## src/sv/asort_pkg.sv

```systemverilog
// Shared constants and types of the ascending sorter.
package asort_pkg;

	localparam int DEF_MAX_KEYS  = 32;
	localparam int DEF_KEY_WIDTH = 32;

	// Per-cycle command broadcast to every cell of the chain.
	typedef struct packed {
		logic insert;  // place the new key, push larger keys one cell up
		logic shift;   // move every key one cell toward the head
	} chain_ctl_t;

endpackage

```

## src/sv/asort_if.sv

```systemverilog
// Valid/ready channel interfaces for sorter input and output words.
interface asort_in_if #(
	parameter int KEY_WIDTH = 32
);
	logic                 valid;
	logic                 ready;
	logic [KEY_WIDTH-1:0] key_in;
	logic                 set_end;

	modport source (output valid, output key_in, output set_end, input ready);
	modport sink   (input valid, input key_in, input set_end, output ready);
endinterface

interface asort_out_if #(
	parameter int KEY_WIDTH = 32
);
	logic                 valid;
	logic                 ready;
	logic [KEY_WIDTH-1:0] key_out;
	logic                 run_end;
	logic                 overflow;

	modport source (output valid, output key_out, output run_end, output overflow,
		input ready);
	modport sink   (input valid, input key_out, input run_end, input overflow,
		output ready);
endinterface

```

## src/sv/ascending_sorter_unit.sv

```systemverilog
// Top level of the ascending sorter: insertion chain plus drain control.
//
// Usage:
//   din carries one signed key per word, set_end marks the last key of a set.
//   dout returns the held set in ascending order, one key per word; run_end
//   marks the greatest key, overflow is set on every word of a set from which
//   keys were dropped because all MAX_KEYS cells were full.
// Throughput:
//   Keys enter at one per cycle; each lands in its sorted place the cycle it
//   is accepted, by a compare in every cell against the broadcast key.
//   The first sorted word is offered the cycle after the set_end word is
//   taken, then one word per cycle while dout.ready is high, as the chain
//   shifts toward its head. din.ready is low while the set drains.
// Stall:
//   When dout.ready is low the chain holds and the head word stays on dout.
// Reset:
//   arst_n clears all cell valid bits and the drain and overflow flags; the
//   block is empty and ready for a new set right after reset.
module ascending_sorter_unit
	import asort_pkg::*;
#(
	parameter int MAX_KEYS  = DEF_MAX_KEYS,
	parameter int KEY_WIDTH = DEF_KEY_WIDTH
) (
	input logic        clk,
	input logic        arst_n,
	asort_in_if.sink   din,
	asort_out_if.source dout
);

	logic                 drain_q;
	logic                 dropped_q;
	chain_ctl_t           ctl;
	logic                 in_acc;
	logic                 out_acc;
	logic                 full;
	logic [KEY_WIDTH-1:0] new_key;

	logic [MAX_KEYS-1:0]  gt_w;
	logic [MAX_KEYS-1:0]  valid_w;
	logic [KEY_WIDTH-1:0] key_w [MAX_KEYS];

	assign new_key    = din.key_in;
	assign din.ready  = !drain_q;
	assign in_acc     = din.valid && din.ready;
	assign full       = valid_w[MAX_KEYS-1];

	assign dout.valid    = drain_q && valid_w[0];
	assign dout.key_out  = key_w[0];
	assign dout.run_end  = !valid_w[1];
	assign dout.overflow = dropped_q;
	assign out_acc       = dout.valid && dout.ready;

	assign ctl.insert = in_acc && !full;
	assign ctl.shift  = out_acc;

	for (genvar i = 0; i < MAX_KEYS; i++) begin : g_cell
		logic                 l_gt;
		logic                 l_valid;
		logic [KEY_WIDTH-1:0] l_key;
		logic                 r_valid;
		logic [KEY_WIDTH-1:0] r_key;

		if (i == 0) begin : g_head
			assign l_gt    = 1'b0;
			assign l_valid = 1'b0;
			assign l_key   = new_key;
		end else begin : g_mid
			assign l_gt    = gt_w[i-1];
			assign l_valid = valid_w[i-1];
			assign l_key   = key_w[i-1];
		end

		if (i == MAX_KEYS - 1) begin : g_tail
			assign r_valid = 1'b0;
			assign r_key   = key_w[i];
		end else begin : g_body
			assign r_valid = valid_w[i+1];
			assign r_key   = key_w[i+1];
		end

		asort_cell #(
			.KEY_WIDTH (KEY_WIDTH)
		) u_cell (
			.clk         (clk),
			.arst_n      (arst_n),
			.ctl         (ctl),
			.new_key     (new_key),
			.left_gt     (l_gt),
			.left_valid  (l_valid),
			.left_key    (l_key),
			.right_valid (r_valid),
			.right_key   (r_key),
			.gt          (gt_w[i]),
			.valid       (valid_w[i]),
			.key         (key_w[i])
		);
	end

	always_ff @(posedge clk or negedge arst_n) begin
		if (!arst_n) begin
			drain_q   <= 1'b0;
			dropped_q <= 1'b0;
		end else begin
			if (in_acc) begin
				if (full) begin
					dropped_q <= 1'b1;
				end
				if (din.set_end) begin
					drain_q <= 1'b1;
				end
			end
			// last word of the set leaves: chain is empty again
			if (out_acc && !valid_w[1]) begin
				drain_q   <= 1'b0;
				dropped_q <= 1'b0;
			end
		end
	end

endmodule

```

## src/sv/asort_cell.sv

```systemverilog
// One cell of the insertion chain: a key slot with its valid bit.
module asort_cell
	import asort_pkg::*;
#(
	parameter int KEY_WIDTH = DEF_KEY_WIDTH
) (
	input  logic                 clk,
	input  logic                 arst_n,
	input  chain_ctl_t           ctl,
	input  logic [KEY_WIDTH-1:0] new_key,
	input  logic                 left_gt,
	input  logic                 left_valid,
	input  logic [KEY_WIDTH-1:0] left_key,
	input  logic                 right_valid,
	input  logic [KEY_WIDTH-1:0] right_key,
	output logic                 gt,
	output logic                 valid,
	output logic [KEY_WIDTH-1:0] key
);

	logic                 valid_q;
	logic [KEY_WIDTH-1:0] key_q;

	// An empty slot counts as greater than anything.
	assign gt    = !valid_q || ($signed(key_q) > $signed(new_key));
	assign valid = valid_q;
	assign key   = key_q;

	// insert and shift never come in the same cycle; with neither the cell holds
	always_ff @(posedge clk or negedge arst_n) begin
		if (!arst_n) begin
			valid_q <= 1'b0;
		end else begin
			if (ctl.insert) begin
				if (left_gt) begin
					valid_q <= left_valid;
				end else if (gt) begin
					valid_q <= 1'b1;
				end
			end else if (ctl.shift) begin
				valid_q <= right_valid;
			end
		end
	end

	always_ff @(posedge clk) begin
		if (ctl.insert) begin
			if (left_gt) begin
				key_q <= left_key;
			end else if (gt) begin
				key_q <= new_key;
			end
		end else if (ctl.shift) begin
			key_q <= right_key;
		end
	end

endmodule

```

## src/flat_wrapper.sv

```systemverilog
// flat-port wrapper written by rule: the top's interface ports become plain ports
module ascending_sorter_unit_flat import asort_pkg::*;
#(
	parameter int MAX_KEYS  = DEF_MAX_KEYS,
	parameter int KEY_WIDTH = DEF_KEY_WIDTH
)
  (clk, arst_n, din_valid, din_key_in, din_set_end, din_ready, dout_valid, dout_key_out, dout_run_end, dout_overflow, dout_ready);
  asort_in_if #(.KEY_WIDTH(KEY_WIDTH)) din_i ();
  asort_out_if #(.KEY_WIDTH(KEY_WIDTH)) dout_i ();
  input logic clk;
  input logic arst_n;
  input wire logic [$bits(din_i.valid)-1:0] din_valid;
  input wire logic [$bits(din_i.key_in)-1:0] din_key_in;
  input wire logic [$bits(din_i.set_end)-1:0] din_set_end;
  output wire logic [$bits(din_i.ready)-1:0] din_ready;
  output wire logic [$bits(dout_i.valid)-1:0] dout_valid;
  output wire logic [$bits(dout_i.key_out)-1:0] dout_key_out;
  output wire logic [$bits(dout_i.run_end)-1:0] dout_run_end;
  output wire logic [$bits(dout_i.overflow)-1:0] dout_overflow;
  input wire logic [$bits(dout_i.ready)-1:0] dout_ready;
  assign din_i.valid = din_valid;
  assign din_i.key_in = din_key_in;
  assign din_i.set_end = din_set_end;
  assign din_ready = din_i.ready;
  assign dout_valid = dout_i.valid;
  assign dout_key_out = dout_i.key_out;
  assign dout_run_end = dout_i.run_end;
  assign dout_overflow = dout_i.overflow;
  assign dout_i.ready = dout_ready;
  ascending_sorter_unit #(.MAX_KEYS(MAX_KEYS), .KEY_WIDTH(KEY_WIDTH)) u_core (.clk(clk), .arst_n(arst_n), .din(din_i), .dout(dout_i));
endmodule
```

## config.mk

```make
export PLATFORM = sky130hd
export DESIGN_NAME = ascending_sorter_unit_flat
export DESIGN_NICKNAME = d
export VERILOG_FILES = /design/src/sv/asort_pkg.sv /design/src/sv/asort_if.sv /design/src/sv/ascending_sorter_unit.sv /design/src/sv/asort_cell.sv /design/src/flat_wrapper.sv
export SDC_FILE = /design/constraint.sdc
export NUM_CORES = 2
export LEC_CHECK = 0
export BUFFER_PORTS_ARGS = -buffer_cell sky130_fd_sc_hd__buf_2
export CAP_MARGIN = 20
export CORE_MARGIN = 3
export CORE_UTILIZATION = 30
export CTS_CLUSTER_SIZE = 40
export DETAILED_ROUTE_END_ITERATION = 8
export HOLD_SLACK_MARGIN = 0.05
export PLACE_DENSITY = 0.47
export SYNTH_ARGS = -nofsm -noshare
export SYNTH_HDL_FRONTEND = slang
export SYNTH_SLANG_ARGS = --single-unit
```

## constraint.sdc

```tcl
create_clock -name clk -period 14.2 [get_ports clk]
set_input_delay 0 -clock clk [delete_from_list [all_inputs] [get_ports clk]]
set_output_delay 0 -clock clk [all_outputs]
set_load 0.005 [all_outputs]
```

Word-level counts from Yosys, hierarchy flattened
Cells that the tools add are included.
Word-level totals
  bits in registers: 1058
  bits in latches: 0
  memory bits (writable): 0
  ROM bits: 0
  input port bits: 37
  word-level logic and storage cells: 498
  memories: 0
Operators by class
  $add $sub $neg: 0
  $mul: 0
  divide/modulo/power cells: 0
  order comparisons: 32
  eq/ne operators: 32
  shifts and indexed selects: 0
  mux-type cells: 258
  bitwise logic cells: 0
  reduce and logical (&&, ||, !) cells: 110
Operators with widths (number)
  two-way mux 32 bit: 125
  > comparator 32 bit: 32
  two-way mux 1 bit: 133
  inequality test 3 bit (second input constant): 31
  AND reduction 2 bit: 35
  zero test 1 bit: 33
  logical OR 1 bit: 32
  nonzero test 2 bit: 5
  logical AND 1 bit: 5
  inequality test 2 bit (second input constant): 1

Longest topological paths before layout
  depth in word-level cells: 5
  depth in mapped cells: 13
  mapped depth without buffers: 10

Modules after synthesis
From an unflattened synthesis, not the netlist that was laid out.
Unflattened totals
  cell total of the unflattened synthesis: 8751
  area, all modules: 82171.3 sq um
By module, submodules not included
  asort_cell: times used 32, cells an instance 273, area each 2563.7 sq um
  ascending_sorter_unit: times used 1, cells an instance 15, area each 132.6 sq um

Worst setup path after synthesis
Ideal clock, no wire load.
  path type: input port to flip-flop
  start point: in din_key_in[29]
  end point: reg u_core.g_cell[26].u_cell.key_q[0], enable pin
  library setup time: 466 ps
  data arrival time: 5060 ps
  setup slack: 8674 ps
  stages on the path: 12
  path through: clkbuf_1 -> inv_1 -> ha_1 -> a21o_1 -> a21o_1 -> a21oi_1 -> o211ai_1 -> a32o_1 -> nor2_1 -> buf_2 -> nor3_1 -> o21ai_0
On the way
  word-level cells in the longest chain between the ends: 4
RTL lines
  start: declaration: RTL line flat_wrapper.sv:13  | input wire logic [$bits(din_i.key_in)-1:0] din_key_in;
  > comparator 32 bit: RTL line asort_cell.sv:25  | assign gt = !valid_q || ($signed(key_q) > $signed(new_key));
  logical OR 1 bit: RTL line asort_cell.sv:25
  inequality test 3 bit (no line) *
  AND reduction 2 bit (no line) *
  end signal: assignment: RTL line asort_cell.sv:49  | key_q <= left_key;
  end signal: assignment: RTL line asort_cell.sv:51  | key_q <= new_key;
  end signal: assignment: RTL line asort_cell.sv:54  | key_q <= right_key;
  end: declaration: RTL line asort_cell.sv:22  | logic [KEY_WIDTH-1:0] key_q;
Mark *: on every way between the ends. The rest lies on a longest branch, timed or not.
A chain may end at the register's enable or synchronous reset.

Worst setup path in the final report
  start point: in din_key_in[1]
  end point: reg u_core.g_cell[7].u_cell.key_q[17], enable pin
On the way
  word-level cells in the longest chain between the ends: 4
RTL lines (RTL line)
  > comparator 32 bit: asort_cell.sv:25
  logical OR 1 bit: asort_cell.sv:25
  inequality test 3 bit (no line) *
  AND reduction 2 bit (no line) *
  end signal: assignment: asort_cell.sv:49
  end signal: assignment: asort_cell.sv:51
  end signal: assignment: asort_cell.sv:54
  end: declaration: asort_cell.sv:22
Marks and branches as above.

==> impl_metrics.ini <==
[grt]
grt_start_max_net_pins = 212
track_usage = 0.246
grt_busiest_layer = met2
use_met2 = 0.381
first_global_vias = 62526
grt_util_met3 = 0.0429
antenna_found_initial = 27
grt_pass1_wl_mm = 462
grt_overflow_total = 0
met1_usage = 0.346

[floorplan]
rows = 182
die_h_um = 505
die_x_um = 505
core_um2 = 247000
ios = 73
initial_core_util = 0.303
die-area_um2 = 255000

[cts]
cts_tree = built
cts.clk_slew.worst_paths_ns = 0.06
h-tree-depth = 4
clkSinkCount = 1058
insertion_delay_ns = 0.81
cts_buffer_depth = 3
cts_buffers = 140
cts-root-buf = clkbuf_16

[sta]
rsz0062_at_grt = false
fin_tns_setup_ns = 0
clock.fmax_mhz = 174
finalCriticalPeriod_ns = 5.73
skew_ns = 0.0311
setup_viol = 0
worst_pin_slew_ns = 1.27
slew_viol_final = 0
hold_ws_ns = 0.314
fin_ws_ns = 8.47
slew_headroom = 0.149
min_period_over_period = 0.404
hold_viol_final = 0

[placed_design]
gp_congestion = 0.924
dp.cells = 10528
port_buffers = 72
dp_slack_ns = 8.43
dpl_cell_area_um2 = 79200
dp_hpwl_mm = 233

[critical_path]
required_ns = 14.67
cp_slowest_stage_delay_ns = 0.81
crit_fanout = 19
cpMaxStageDelayCell = clkinv_2
crit_type = in2reg
worstSetupStartpointType = input port
cp_common_cell = buf_4
cp_cell_sequence = dlygate4sd3_1 > buf_2 > clkinv_2 > buf_4 > ha_1 > nor2b_1 > o211ai_1 > a2111o_1 > o211ai_1 > a211oi_1 > nor2_4 > buf_4 > nor2b_1 > o21ai_4 > buf_4
crit_path_end_kind = flop
worstPathArrival_ns = 6.21

[synthesis]
postSynthAreaPerCell_um2 = 10.0
yosysWarnings = 0
synth-edff-count = 1024
mappedNetlistNets = 8505
yosysSeqAreaShare = 0.423
synth_cell_types = 63
syn_area_um2 = 74800
ys.flop_type = edfxtp_1
synthCells = 7476
ys_seq_elements = 1058
synth-async-reset-ratio = 0.0321

[final_layout]
fin_nets = 8434
final_cells = 10831
drive_gt1_frac = 0.0728
syn_to_final_growth_pct = 12.2
num-fill-cells = 25186
postLayoutCellArea_um2 = 83900
fin_util = 0.340

[drt]
drt-wirelength-per-cell_um = 30.2
dr.pass1.iters = 5
drt_iter0_markers = 7134
vias = 64633
ant_nets = 0
drc = 0
routed_wl_mm = 327
vias_per_cell = 5.97

[power]
ir_drop_mv = 0.165
p_total_mw = 21.9
pwr_density_cell_nw_per_um2 = 260
p_leak_nw = 35.4

[hold_path]
hold_class = in2reg

[status]
status = complete, no violations

[job]
max_cap_violations = 0
## repair_timing
item,4_1_cts,5_1_grt
buffers inserted,0,0
resized for setup,0,0
endpoints found under the hold margin,493,0
setup endpoints to repair,0,0
hold buffers,39,0
## sequential cells by signal, summed over array words and instances (netlist names)
signal	count
u_core.drain_q	1
u_core.g_cell.u_cell.key	1024
u_core.dout.overflow	1
u_core.g_cell.u_cell.valid	32
## layout make-up
cell class / instances / area, µm² / area share
inverter: 141 / 538 / 0.00641
clock inverter: 54 / 392 / 0.00467
antenna: 8 / 20.0 / 0.000238
timing repair buffer: 289 / 2210 / 0.0264
multi-input combinational: 5775 / 41200 / 0.490
clock buffer: 194 / 3880 / 0.0463
sequential: 1058 / 31600 / 0.376
tap: 3312 / 4140 / 0.0494
## logic make-up after synthesis
family,Yosys count,synth area share
DFF,1058,0.423
AOI/OAI and AO/OA,2079,0.185
adders and majority gates,992,0.166
muxes,499,0.0668
and+or+nand+nor,2205,0.126
buffers and inverters,643,0.0338
## critical path, delay by kind of cell
kind | cells | cell delay [ns]
buffers and inverters | 6 | 3.49
adders and majority gates | 1 | 0.34
AOI/OAI and AO/OA | 5 | 1.34
and+or+nand+nor | 3 | 0.93
## synth_stat cells, drive strengths merged, types with 5 or more instances
cell type	n	area (µm²)
buf	89	448
nand4	244	1530
nor3	55	275
clkbuf	413	1550
a211oi	18	135
edfxtp	1024	30700
a211o	8	70.1
nor4	38	238
a32o	18	180
and3	16	100
a21oi	390	1960
nor2	473	1780
o21ai	773	3870
or3	5	31.3
o221ai	16	140
mux2i	498	4980
o31ai	10	75.1
a221o	358	3580
inv	141	529
o211ai	93	698
and4	8	70.1
nand3	113	566
a31oi	10	62.6
o2111ai	34	298
o21a	15	113
nand2	1195	4490
a21o	230	1730
ha	992	12400
dfrtp	34	851
a2111o	18	203
a221oi	11	96.3
o22ai	34	213
nor2b	47	294
o31a	9	78.8
## where the power goes
group	switching [mW]	internal, mW	leakage, nW
Sequential	1.99	5.93	10.1
Combinational	6.77	3.71	23.2
Clock	1.50	1.98	2.08
Total	10.3	11.6	35.4
## final timing paths
path	from	end	slack (ns)	depth (start not counted)
setup / recovery	din_key_in[1]	u_core.g_cell[7].u_cell.key[17]	8.47	15
hold / removal	din_valid	u_core.g_cell[30].u_cell.valid	0.31	7
setup reg to reg	u_core.g_cell[9].u_cell.key[25]	u_core.g_cell[9].u_cell.key[12]	8.97	11
hold reg to reg	u_core.g_cell[31].u_cell.key[7]	u_core.g_cell[30].u_cell.key[7]	0.53	2
max in group asynchronous	arst_n	u_core.g_cell[9].u_cell.valid	13.64	4
min in group asynchronous	arst_n	u_core.g_cell[21].u_cell.valid	0.32	4
## per-layer routing
layer  wire length (µm)  share of wire
met5                 13       0.000040
met4              11500          0.035
met3              24700          0.076
met2             145000           0.44
met1             146000           0.45
## layout by cell type, fill, tap and decap left out, types with 230 or more instances in the layout
cell type / Yosys / routed
mux2i_1: 498 / 498
nand4_1: 244 / 244
o21ai_0: 773 / 762
nand2_1: 1195 / 1192
a21oi_1: 389 / 389
nor2_1: 472 / 428
a21o_1: 230 / 230
ha_1: 992 / 992
edfxtp_1: 1024 / 1024
a221o_1: 358 / 358
No activity file was read; power rests on OpenSTA's default activity.
